`config.mk`:
```
export PLATFORM = sky130hd
export DESIGN_NAME = utf8_to_utf16_decoder
export DESIGN_NICKNAME = d
export VERILOG_FILES = /design/src/hw/rtl/u8u16_pkg.sv /design/src/hw/rtl/u8u16_front.sv /design/src/hw/rtl/u8u16_queue.sv /design/src/hw/rtl/u8u16_back.sv /design/src/hw/rtl/utf8_to_utf16_decoder.sv
export VERILOG_INCLUDE_DIRS = /design/src /design/src/hw/rtl
export SDC_FILE = /design/constraint.sdc
export NUM_CORES = 1
export LEC_CHECK = 0
export BUFFER_PORTS_ARGS = -buffer_cell sky130_fd_sc_hd__buf_2
export CAP_MARGIN = 20
export CORE_MARGIN = 1.5
export CORE_UTILIZATION = 55
export DETAILED_ROUTE_END_ITERATION = 6
export PLACE_DENSITY_LB_ADDON = 0.2
export SKIP_LAST_GASP = 1
export SLEW_MARGIN = 15
export SYNTH_ARGS = -nofsm -noshare
export SYNTH_HDL_FRONTEND = slang
export SYNTH_SLANG_ARGS = --single-unit
export TNS_END_PERCENT = 5
```
`constraint.sdc`:
```
create_clock -name clk -period 4.8 [get_ports clk]
set_input_delay 0.48 -clock clk [delete_from_list [all_inputs] [get_ports clk]]
set_output_delay 0.48 -clock clk [all_outputs]
set_load 0.02 [all_outputs]
```
`src/hw/rtl/utf8_to_utf16_decoder_assert.svh`:
```
// Assertion macros for the UTF-8 to UTF-16 decoder.
// Expects a clock named clk and an active-low reset named arst_n in the using scope.
`ifndef UTF8_TO_UTF16_DECODER_ASSERT_SVH
`define UTF8_TO_UTF16_DECODER_ASSERT_SVH

// A condition that must hold at every clock edge outside reset.
`define U8U16_ASSERT_ALWAYS(label, cond, msg) \
	label: assert property (@(posedge clk) disable iff (!arst_n) (cond)) \
		else $error(msg);

// A condition that must hold in the cycle after a trigger.
`define U8U16_ASSERT_NEXT(label, trig, cond, msg) \
	label: assert property (@(posedge clk) disable iff (!arst_n) (trig) |=> (cond)) \
		else $error(msg);

`endif

```
`src/hw/rtl/u8u16_pkg.sv`:
```
// Shared types and constants for the UTF-8 to UTF-16 decoder.
// No dependencies; used by every module of the block.
package u8u16_pkg;

	localparam int COUNT_BITS_DEF  = 16;
	localparam int QUEUE_DEPTH_DEF = 4;

	// Byte classes produced by the front stage.
	localparam logic [2:0] CLS_ASCII = 3'd0;
	localparam logic [2:0] CLS_LEAD2 = 3'd1;
	localparam logic [2:0] CLS_LEAD3 = 3'd2;
	localparam logic [2:0] CLS_CONT  = 3'd3;
	localparam logic [2:0] CLS_BAD   = 3'd4;

	typedef struct packed {
		logic [7:0] data_byte;
		logic       end_of_string;
	} in_item_t;

	typedef struct packed {
		logic [15:0] code_unit;
		logic        is_error;
		logic [15:0] unit_count;
		logic        is_last;
	} out_item_t;

	// Classified byte as it travels through the queue.
	typedef struct packed {
		logic [2:0] cls;
		logic [6:0] bits;
		logic       last;
	} token_t;

	typedef struct packed {
		logic full;
		logic empty;
	} queue_status_t;

endpackage

```
`src/hw/rtl/u8u16_front.sv`:
```
// Front stage: registers each accepted byte together with its class.
// Depends on u8u16_pkg.
module u8u16_front (
	input  logic                clk,
	input  logic                arst_n,
	input  logic                byte_valid,
	output logic                byte_ready,
	input  u8u16_pkg::in_item_t byte_item,
	output logic                tok_valid,
	input  logic                tok_ready,
	output u8u16_pkg::token_t   tok
);

	logic              valid_s1;
	u8u16_pkg::token_t tok_s1;
	logic [2:0]        cls;

	always_comb begin
		if (byte_item.data_byte[7] == 1'b0) begin
			cls = u8u16_pkg::CLS_ASCII;
		end else if (byte_item.data_byte[7:6] == 2'b10) begin
			cls = u8u16_pkg::CLS_CONT;
		end else if (byte_item.data_byte[7:5] == 3'b110) begin
			cls = u8u16_pkg::CLS_LEAD2;
		end else if (byte_item.data_byte[7:4] == 4'b1110) begin
			cls = u8u16_pkg::CLS_LEAD3;
		end else begin
			cls = u8u16_pkg::CLS_BAD;
		end
	end

	assign byte_ready = !valid_s1 || tok_ready;
	assign tok_valid  = valid_s1;
	assign tok        = tok_s1;

	always_ff @(posedge clk or negedge arst_n) begin
		if (!arst_n) begin
			valid_s1 <= 1'b0;
		end else if (byte_ready) begin
			valid_s1 <= byte_valid;
		end
	end

	always_ff @(posedge clk) begin
		if (byte_valid && byte_ready) begin
			tok_s1.cls  <= cls;
			tok_s1.bits <= byte_item.data_byte[6:0];
			tok_s1.last <= byte_item.end_of_string;
		end
	end

endmodule

```
`src/hw/rtl/u8u16_queue.sv`:
```
// Small first-in first-out queue of classified bytes between front and back.
// Depends on u8u16_pkg.
module u8u16_queue #(
	parameter int DEPTH = u8u16_pkg::QUEUE_DEPTH_DEF
) (
	input  logic                       clk,
	input  logic                       arst_n,
	input  logic                       push_valid,
	output logic                       push_ready,
	input  u8u16_pkg::token_t          push_tok,
	output logic                       pop_valid,
	input  logic                       pop_ready,
	output u8u16_pkg::token_t          pop_tok,
	output u8u16_pkg::queue_status_t   status
);

	localparam int AW = (DEPTH > 1) ? $clog2(DEPTH) : 1;
	localparam int CW = $clog2(DEPTH + 1);

	u8u16_pkg::token_t entry_q [DEPTH];
	logic [AW-1:0]     wr_ptr_q;
	logic [AW-1:0]     rd_ptr_q;
	logic [CW-1:0]     fill_q;
	logic              do_push;
	logic              do_pop;

	assign status.full  = (fill_q == CW'(DEPTH));
	assign status.empty = (fill_q == '0);
	assign push_ready   = !status.full;
	assign pop_valid    = !status.empty;
	assign pop_tok      = entry_q[rd_ptr_q];
	assign do_push      = push_valid && push_ready;
	assign do_pop       = pop_valid && pop_ready;

	always_ff @(posedge clk or negedge arst_n) begin
		if (!arst_n) begin
			wr_ptr_q <= '0;
			rd_ptr_q <= '0;
			fill_q   <= '0;
		end else begin
			if (do_push) begin
				wr_ptr_q <= (wr_ptr_q == AW'(DEPTH - 1)) ? '0 : wr_ptr_q + AW'(1);
			end
			if (do_pop) begin
				rd_ptr_q <= (rd_ptr_q == AW'(DEPTH - 1)) ? '0 : rd_ptr_q + AW'(1);
			end
			if (do_push && !do_pop) begin
				fill_q <= fill_q + CW'(1);
			end else if (do_pop && !do_push) begin
				fill_q <= fill_q - CW'(1);
			end
		end
	end

	always_ff @(posedge clk) begin
		if (do_push) begin
			entry_q[wr_ptr_q] <= push_tok;
		end
	end

endmodule

```
`src/hw/rtl/u8u16_back.sv`:
```
// Back stage: assembles code units from classified bytes, counts them and
// holds each result in an output register. Depends on u8u16_pkg.
module u8u16_back #(
	parameter int COUNT_BITS = u8u16_pkg::COUNT_BITS_DEF
) (
	input  logic                 clk,
	input  logic                 arst_n,
	input  logic                 tok_valid,
	output logic                 tok_ready,
	input  u8u16_pkg::token_t    tok,
	output logic                 unit_valid,
	input  logic                 unit_ready,
	output u8u16_pkg::out_item_t unit_item
);

	localparam int WW = (COUNT_BITS > 16) ? COUNT_BITS : 16;

	logic [15:0]           partial_q;
	logic [1:0]            pending_q;
	logic                  error_q;
	logic [COUNT_BITS-1:0] count_q;
	logic                  out_valid_q;
	u8u16_pkg::out_item_t  out_q;

	logic [15:0]           partial_d;
	logic [1:0]            pending_d;
	logic                  error_d;
	logic [COUNT_BITS-1:0] count_d;
	logic [15:0]           unit_d;
	logic                  done;
	logic                  emit;
	logic                  bad;
	logic [WW-1:0]         count_wide;
	logic [15:0]           count_rep;
	logic                  take;

	assign tok_ready = !out_valid_q || unit_ready;
	assign take      = tok_valid && tok_ready;

	always_comb begin
		partial_d = partial_q;
		pending_d = pending_q;
		error_d   = error_q;
		count_d   = count_q;
		unit_d    = '0;
		done      = 1'b0;
		if (!error_q) begin
			if (pending_q == 2'd0) begin
				case (tok.cls)
					u8u16_pkg::CLS_ASCII: begin
						unit_d = {9'd0, tok.bits};
						done   = 1'b1;
					end
					u8u16_pkg::CLS_LEAD2: begin
						partial_d = {5'd0, tok.bits[4:0], 6'd0};
						pending_d = 2'd1;
					end
					u8u16_pkg::CLS_LEAD3: begin
						partial_d = {tok.bits[3:0], 12'd0};
						pending_d = 2'd2;
					end
					default: begin
						error_d = 1'b1;
					end
				endcase
			end else if (tok.cls != u8u16_pkg::CLS_CONT) begin
				error_d = 1'b1;
			end else if (pending_q == 2'd2) begin
				partial_d = partial_q | {4'd0, tok.bits[5:0], 6'd0};
				pending_d = 2'd1;
			end else begin
				unit_d    = partial_q | {10'd0, tok.bits[5:0]};
				partial_d = '0;
				pending_d = 2'd0;
				done      = 1'b1;
			end
			if (done && (count_q != {COUNT_BITS{1'b1}})) begin
				count_d = count_q + COUNT_BITS'(1);
			end
		end
		count_wide = WW'(count_d);
		count_rep  = (count_wide > WW'(16'hFFFF)) ? 16'hFFFF : count_wide[15:0];
		bad        = error_d || (pending_d != 2'd0);
		emit       = done || tok.last;
	end

	always_ff @(posedge clk or negedge arst_n) begin
		if (!arst_n) begin
			partial_q   <= '0;
			pending_q   <= '0;
			error_q     <= 1'b0;
			count_q     <= '0;
			out_valid_q <= 1'b0;
		end else if (take) begin
			out_valid_q <= emit;
			if (tok.last) begin
				partial_q <= '0;
				pending_q <= '0;
				error_q   <= 1'b0;
				count_q   <= '0;
			end else begin
				partial_q <= partial_d;
				pending_q <= pending_d;
				error_q   <= error_d;
				count_q   <= count_d;
			end
		end else if (unit_ready) begin
			out_valid_q <= 1'b0;
		end
	end

	always_ff @(posedge clk) begin
		if (take && emit) begin
			if (tok.last && bad) begin
				out_q.code_unit  <= '0;
				out_q.is_error   <= 1'b1;
				out_q.unit_count <= '0;
			end else begin
				out_q.code_unit  <= unit_d;
				out_q.is_error   <= 1'b0;
				out_q.unit_count <= count_rep;
			end
			out_q.is_last <= tok.last;
		end
	end

	assign unit_valid = out_valid_q;
	assign unit_item  = out_q;

endmodule

```
`src/hw/rtl/utf8_to_utf16_decoder.sv`:
```
// Top level of the UTF-8 to UTF-16 decoder: front stage, queue, back stage.
// Depends on u8u16_pkg, u8u16_front, u8u16_queue, u8u16_back and the assert header.
//
//   Channel  Direction  Handshake                 Payload
//   byte     in         byte_valid / byte_ready   u8u16_pkg::in_item_t  (one string byte)
//   unit     out        unit_valid / unit_ready   u8u16_pkg::out_item_t (code unit or end)
//
// The block takes one byte per cycle when the result side keeps up.
// An accepted byte passes through the front register and the queue to the back
// stage, and its result, if any, is presented from the output register.
// Reset (arst_n low) empties the queue and returns the decoder to the start
// of a string with a zero unit count.
// A stalled result side fills the output register, then the queue, then the
// front register before byte_ready falls; nothing is lost on either side.
`include "utf8_to_utf16_decoder_assert.svh"

module utf8_to_utf16_decoder #(
	parameter int COUNT_BITS  = u8u16_pkg::COUNT_BITS_DEF,
	parameter int QUEUE_DEPTH = u8u16_pkg::QUEUE_DEPTH_DEF
) (
	input  logic                 clk,
	input  logic                 arst_n,
	input  logic                 byte_valid,
	output logic                 byte_ready,
	input  u8u16_pkg::in_item_t  byte_item,
	output logic                 unit_valid,
	input  logic                 unit_ready,
	output u8u16_pkg::out_item_t unit_item
);

	// Front to queue: classified bytes, one request per accepted byte.
	logic                     front_valid;
	logic                     front_ready;
	u8u16_pkg::token_t        front_tok;

	// Queue to back.
	logic                     back_valid;
	logic                     back_ready;
	u8u16_pkg::token_t        back_tok;
	u8u16_pkg::queue_status_t q_status;

	// The front stage sorts each byte into ASCII, lead of two, lead of three,
	// continuation or invalid lead, so the back stage only assembles bits.
	u8u16_front u_front (
		.clk        (clk),
		.arst_n     (arst_n),
		.byte_valid (byte_valid),
		.byte_ready (byte_ready),
		.byte_item  (byte_item),
		.tok_valid  (front_valid),
		.tok_ready  (front_ready),
		.tok        (front_tok)
	);

	// The queue decouples the two halves so a short stall at the result side
	// does not reach the byte side at once.
	u8u16_queue #(
		.DEPTH (QUEUE_DEPTH)
	) u_queue (
		.clk        (clk),
		.arst_n     (arst_n),
		.push_valid (front_valid),
		.push_ready (front_ready),
		.push_tok   (front_tok),
		.pop_valid  (back_valid),
		.pop_ready  (back_ready),
		.pop_tok    (back_tok),
		.status     (q_status)
	);

	// The back stage keeps the partial unit, the number of continuation bytes
	// still expected, the sticky error flag and the saturating unit count.
	// At the final byte it reports either the last unit or an error, then
	// clears all of that state for the next string.
	u8u16_back #(
		.COUNT_BITS (COUNT_BITS)
	) u_back (
		.clk        (clk),
		.arst_n     (arst_n),
		.tok_valid  (back_valid),
		.tok_ready  (back_ready),
		.tok        (back_tok),
		.unit_valid (unit_valid),
		.unit_ready (unit_ready),
		.unit_item  (unit_item)
	);

	// An accepted byte must be held by the front register on the next cycle.
	`U8U16_ASSERT_NEXT(a_front_holds, byte_valid && byte_ready, front_valid, "byte not captured")
	// The queue cannot be full and empty at once.
	`U8U16_ASSERT_ALWAYS(a_queue_sane, !(q_status.full && q_status.empty), "queue status broken")
	// An error is only ever reported on the final result of a string.
	`U8U16_ASSERT_ALWAYS(a_error_last, !(unit_valid && unit_item.is_error) || unit_item.is_last, "error not on last result")
	// An error result carries neither a unit nor a count.
	`U8U16_ASSERT_ALWAYS(a_error_zero, !(unit_valid && unit_item.is_error) || (unit_item.code_unit == 16'd0 && unit_item.unit_count == 16'd0), "error result not cleared")

endmodule

```
==> results summary <==
The worst setup path is launched from a register. The number of library cell types mapped by synthesis is 61. The arrival time at the worst endpoint came out at approximately 4.0 ns.

Setup repair after global routing left no endpoint under its margin. The internal power summed over all cells is 2.83 mW. The Yosys step of the flow raised 0 warnings.

On the critical path the largest part of the delay comes from compound AO/OA/AOI/OAI gates. In this run the critical register-to-register path is launched from u_queue.rd_ptr_q[0]. CTS built an H-tree with a depth of 4.

The synthesis-to-finish area growth is 15.2%. The total overflow left after global routing is 0. Excluding fillers, the count of instances in the completed layout stands at approximately 640. The sequential cells in the finished layout cover a total of 0.00362 mm^2. The first-pass GRT wire length came out at about 19,000 um. Measured against its own limit, the worst slew margin works out to 0.390.

The average wire length per cell after detail routing is 18.1 um. The first routing iteration left 206 violations. The count of standard-cell rows came out at 37. The count of max-cap constraint violations is 0. For the finished layout, the period the worst path requires is about 3.6 ns. In the final layout, the share of cells above drive strength 1 is 0.221.

At the pin with the least slew margin, the transition time is 0.915 ns. The placer's final routability congestion estimate is 0.863. The CTS sink count came out at 127. The final number of setup-violating endpoints came out at 0. The net count after synthesis is 465. The fill cell total of the finished layout came out at 788. The number of antenna violations at the first check in global routing came to 0. The critical path goes through mux4_2, or3_4, a21oi_2, nor2_1, a21oi_1. The x dimension of the die came out at 106 um. For this run, the total global-route usage over all layers was measured as 0.228. During placement, the flow inserted port buffers numbering 48. The post-CTS setup buffer count came out at 0. In the final layout, the multi-input gates occupy 0.00202 mm^2. The detailed-placement wirelength estimate is 7580 um.

The number of enable flip-flop cells after synthesis came out at around 90. The insertion delay to the later sink of the worst-skew pair is 0.53 ns. The depth of the worst register-to-register path is 5.

The primary flip-flop cell chosen by synthesis mapping is edfxtp_1. The count of final max-slew check failures came out at 0. The endpoint kind of the worst setup timing path is a register. The most common library cell in the layout ignoring fill and taps is edfxtp_1. The die footprint came out at around 0.011 mm^2. The post-route clock skew came out at 0.0130 ns. The path type of the worst setup path is register to register.

The maximum single-stage delay on the critical path is between 0.8 and 0.9 ns. The number of top-level pins is 49. The average cell area after synthesis is 13.1 um^2.

The ratio of routed vias to standard cells came out at approximately 5.9. The initial utilization of the core area, before any placement, comes to 0.566. The core region is a little over 0.01 mm^2. The share of the Yosys chip area taken by registers is 0.623. The clock tree from TritonCTS is done. The share of power burned in combinational logic is 0.352. The tree is rooted in a clkbuf_8. The number of cells upsized or downsized after cts came out at 0. The post-synthesis instance area is around 0.0058 mm^2. The final layout contains 510 nets. The data required time of the critical path came out at 5.16 ns. Based on the critical path, the design can be clocked at up to between 0.2 and 0.3 GHz. The flow ran to the end, and the final reports show no timing, DRC or antenna violations. The number of vias in the routed layout is between 3,000 and 4,000. The total detailed-routing wirelength is between 10,000 and 15,000 um. The vertical die dimension is 106 um. The endpoint identified for the worst register-to-register timing path is u_back.unit_item[11]. In the synthesized netlist the async set-or-reset flop fraction comes to 0.299. The register bit count reported by yosys is 127. The largest individual stage delay along the critical path comes from the cell dfrtp_1. The cell count after placement is 606. The leakage power summed over all cells came out at about 2.6 nW. 0 antenna diodes ended up in the layout. The worst hold path belongs to the class input pin to asynchronous set/reset pin. The power per cell area is 676 mW/mm^2. The count of buffering cells on the critical path with inverters included came out at 0. Before antenna repair, the detailed router went through 5 iterations. The clock network fraction of total power came out at 0.261.

The total CTS buffers came out at 17. The number of instances in the synthesized netlist came out at 444. The via count of the first global-routing pass is 3,905. The largest net degree at the start of global routing is 39. In the layout the commonest cells are edfxtp_1, buf_2, dfrtp_1, nand2_1.

Of the total power, registers draw 0.388. The final-report hold violation count was 0. The largest vdd supply drop is 577 uV. The worst reg-to-reg setup slack came out at 1.21 ns. The maximum fanout along the worst path came out at 22. The final cycle utilization of the critical path is 0.748. Overall power consumption after layout is estimated at 4.53 mW. The number of buffers added to fix hold violations after cts is 0.

After clock tree synthesis, the clock-pin slew on the worst setup and hold paths is 0.06 ns. The DRC violation count after routing is 0. No sink is reached through more buffers than the 2 on the longest clock path. The net switching power is around 1.7 mW.

The net switching share of the total power is 0.375. The setup total negative slack is 0 ns. The number of nets with antenna violations after routing is 0.
sequential cells by signal, summed over array words and instances (netlist names):
signal and cells:
u_back.partial_q 10, u_queue.wr_ptr_q 2, u_back.unit_valid 1, u_front.tok 11
u_queue.rd_ptr_q 2, u_back.pending_q 2, u_back.count_q 16, u_back.error_q 1
u_front.tok_valid 1, u_queue.fill_q 3, u_back.unit_item 34, u_queue.entry_q 44
synth_stat cells, types with 2 or more instances:
master | number | area (um^2)
and3_1 | 10 | 62.6
nand4b_1 | 2 | 17.5
nand2_1 | 37 | 139
a31o_2 | 2 | 17.5
a21o_1 | 4 | 30.0
ha_1 | 7 | 87.6
or4_1 | 6 | 45.0
nand2b_1 | 2 | 12.5
a21boi_1 | 2 | 15.0
nor4_1 | 5 | 31.3
o311ai_0 | 3 | 26.3
buf_4 | 2 | 15.0
and2_1 | 16 | 100
nand4_1 | 6 | 37.5
buf_2 | 8 | 40.0
inv_1 | 11 | 41.3
mux4_2 | 10 | 225
xnor2_1 | 7 | 61.3
and4_1 | 6 | 52.6
o41ai_1 | 2 | 17.5
buf_6 | 2 | 22.5
or3_1 | 7 | 43.8
clkbuf_1 | 14 | 52.6
a22o_1 | 6 | 52.6
mux2_2 | 2 | 22.5
nand3_1 | 14 | 70.1
nor2b_1 | 3 | 18.8
nor2_1 | 22 | 82.6
a21boi_0 | 2 | 15.0
o21ai_0 | 22 | 110
mux2i_1 | 12 | 120
a2111oi_4 | 3 | 82.6
a31oi_1 | 2 | 12.5
or2_2 | 2 | 12.5
o21a_1 | 2 | 15.0
xor2_1 | 3 | 26.3
o211ai_1 | 5 | 37.5
o31ai_1 | 2 | 15.0
a22oi_1 | 3 | 22.5
a21oi_1 | 12 | 60.1
nor3_1 | 11 | 55.1
edfxtp_1 | 89 | 2670
dfrtp_1 | 38 | 951
how the worst max path moves through the flow:
stage	startpoint	end	slack [ns]	cells after the start
3_5_place_dp	u_queue.rd_ptr_q[0]	u_back.unit_item[13]	1.25	5
4_1_cts	u_queue.rd_ptr_q[0]	u_back.unit_item[12]	1.21	5
5_1_grt	u_queue.rd_ptr_q[0]	u_back.unit_item[12]	0.82	5
3_3_place_gp	u_queue.rd_ptr_q[0]	u_back.unit_item[2]	1.35	5
6_report	u_queue.rd_ptr_q[0]	u_back.unit_item[11]	1.21	5
2_1_floorplan	u_queue.rd_ptr_q[0]	u_back.unit_item[0]	1.07	6
power groups by stage:
stage                     Clock, mW  Sequential [mW]  Combinational [mW]
after global placement            0             1.77                1.55
final                          1.18             1.76                1.59
after detailed placement          0             1.78                1.59
after CTS                      1.20             1.76                1.60
after floorplan                   0             1.94               0.979
after global routing           1.24             1.80                1.73
cell type report:
type	count	share of cell area
Clock inverter	10	0.0112
Clock buffer	22	0.0723
Timing Repair Buffer	53	0.0415
Multi-Input combinational cell	277	0.301
Inverter	13	0.00729
Tap cell	136	0.0254
Sequential cell	127	0.541
metal layers:
metal / part of all wire / global-route usage
met1: 0.41 / 0.275
met5: 0 / 0
met4: 0.024 / 0.110
met2: 0.51 / 0.382
met3: 0.048 / 0.0618
through the flow:
step / util / instance area (um^2) / hold WS (ns) / worst slack (ns)
floorplan: - / 5810 / 0.184 / 1.07
global placement: 0.597 / 6140 / 0.470 / 1.35
detailed placement: 0.597 / 6140 / 0.487 / 1.25
CTS: 0.652 / 6700 / 0.102 / 1.21
global route: 0.652 / 6700 / 0.102 / 0.817
finish: 0.652 / 6700 / 0.0844 / 1.21
logic make-up (layout without fill, tap and decap cells):
family	after synthesis	in the layout	synth area share
flops	127	127	0.623
xor+xnor	10	10	0.0151
fa+ha+maj	8	8	0.0185
simple gates	154	154	0.142
compound gates	81	81	0.106
mux	24	24	0.0633
buf+inv	40	98	0.0314
No activity file was read; power rests on OpenSTA's default activity.
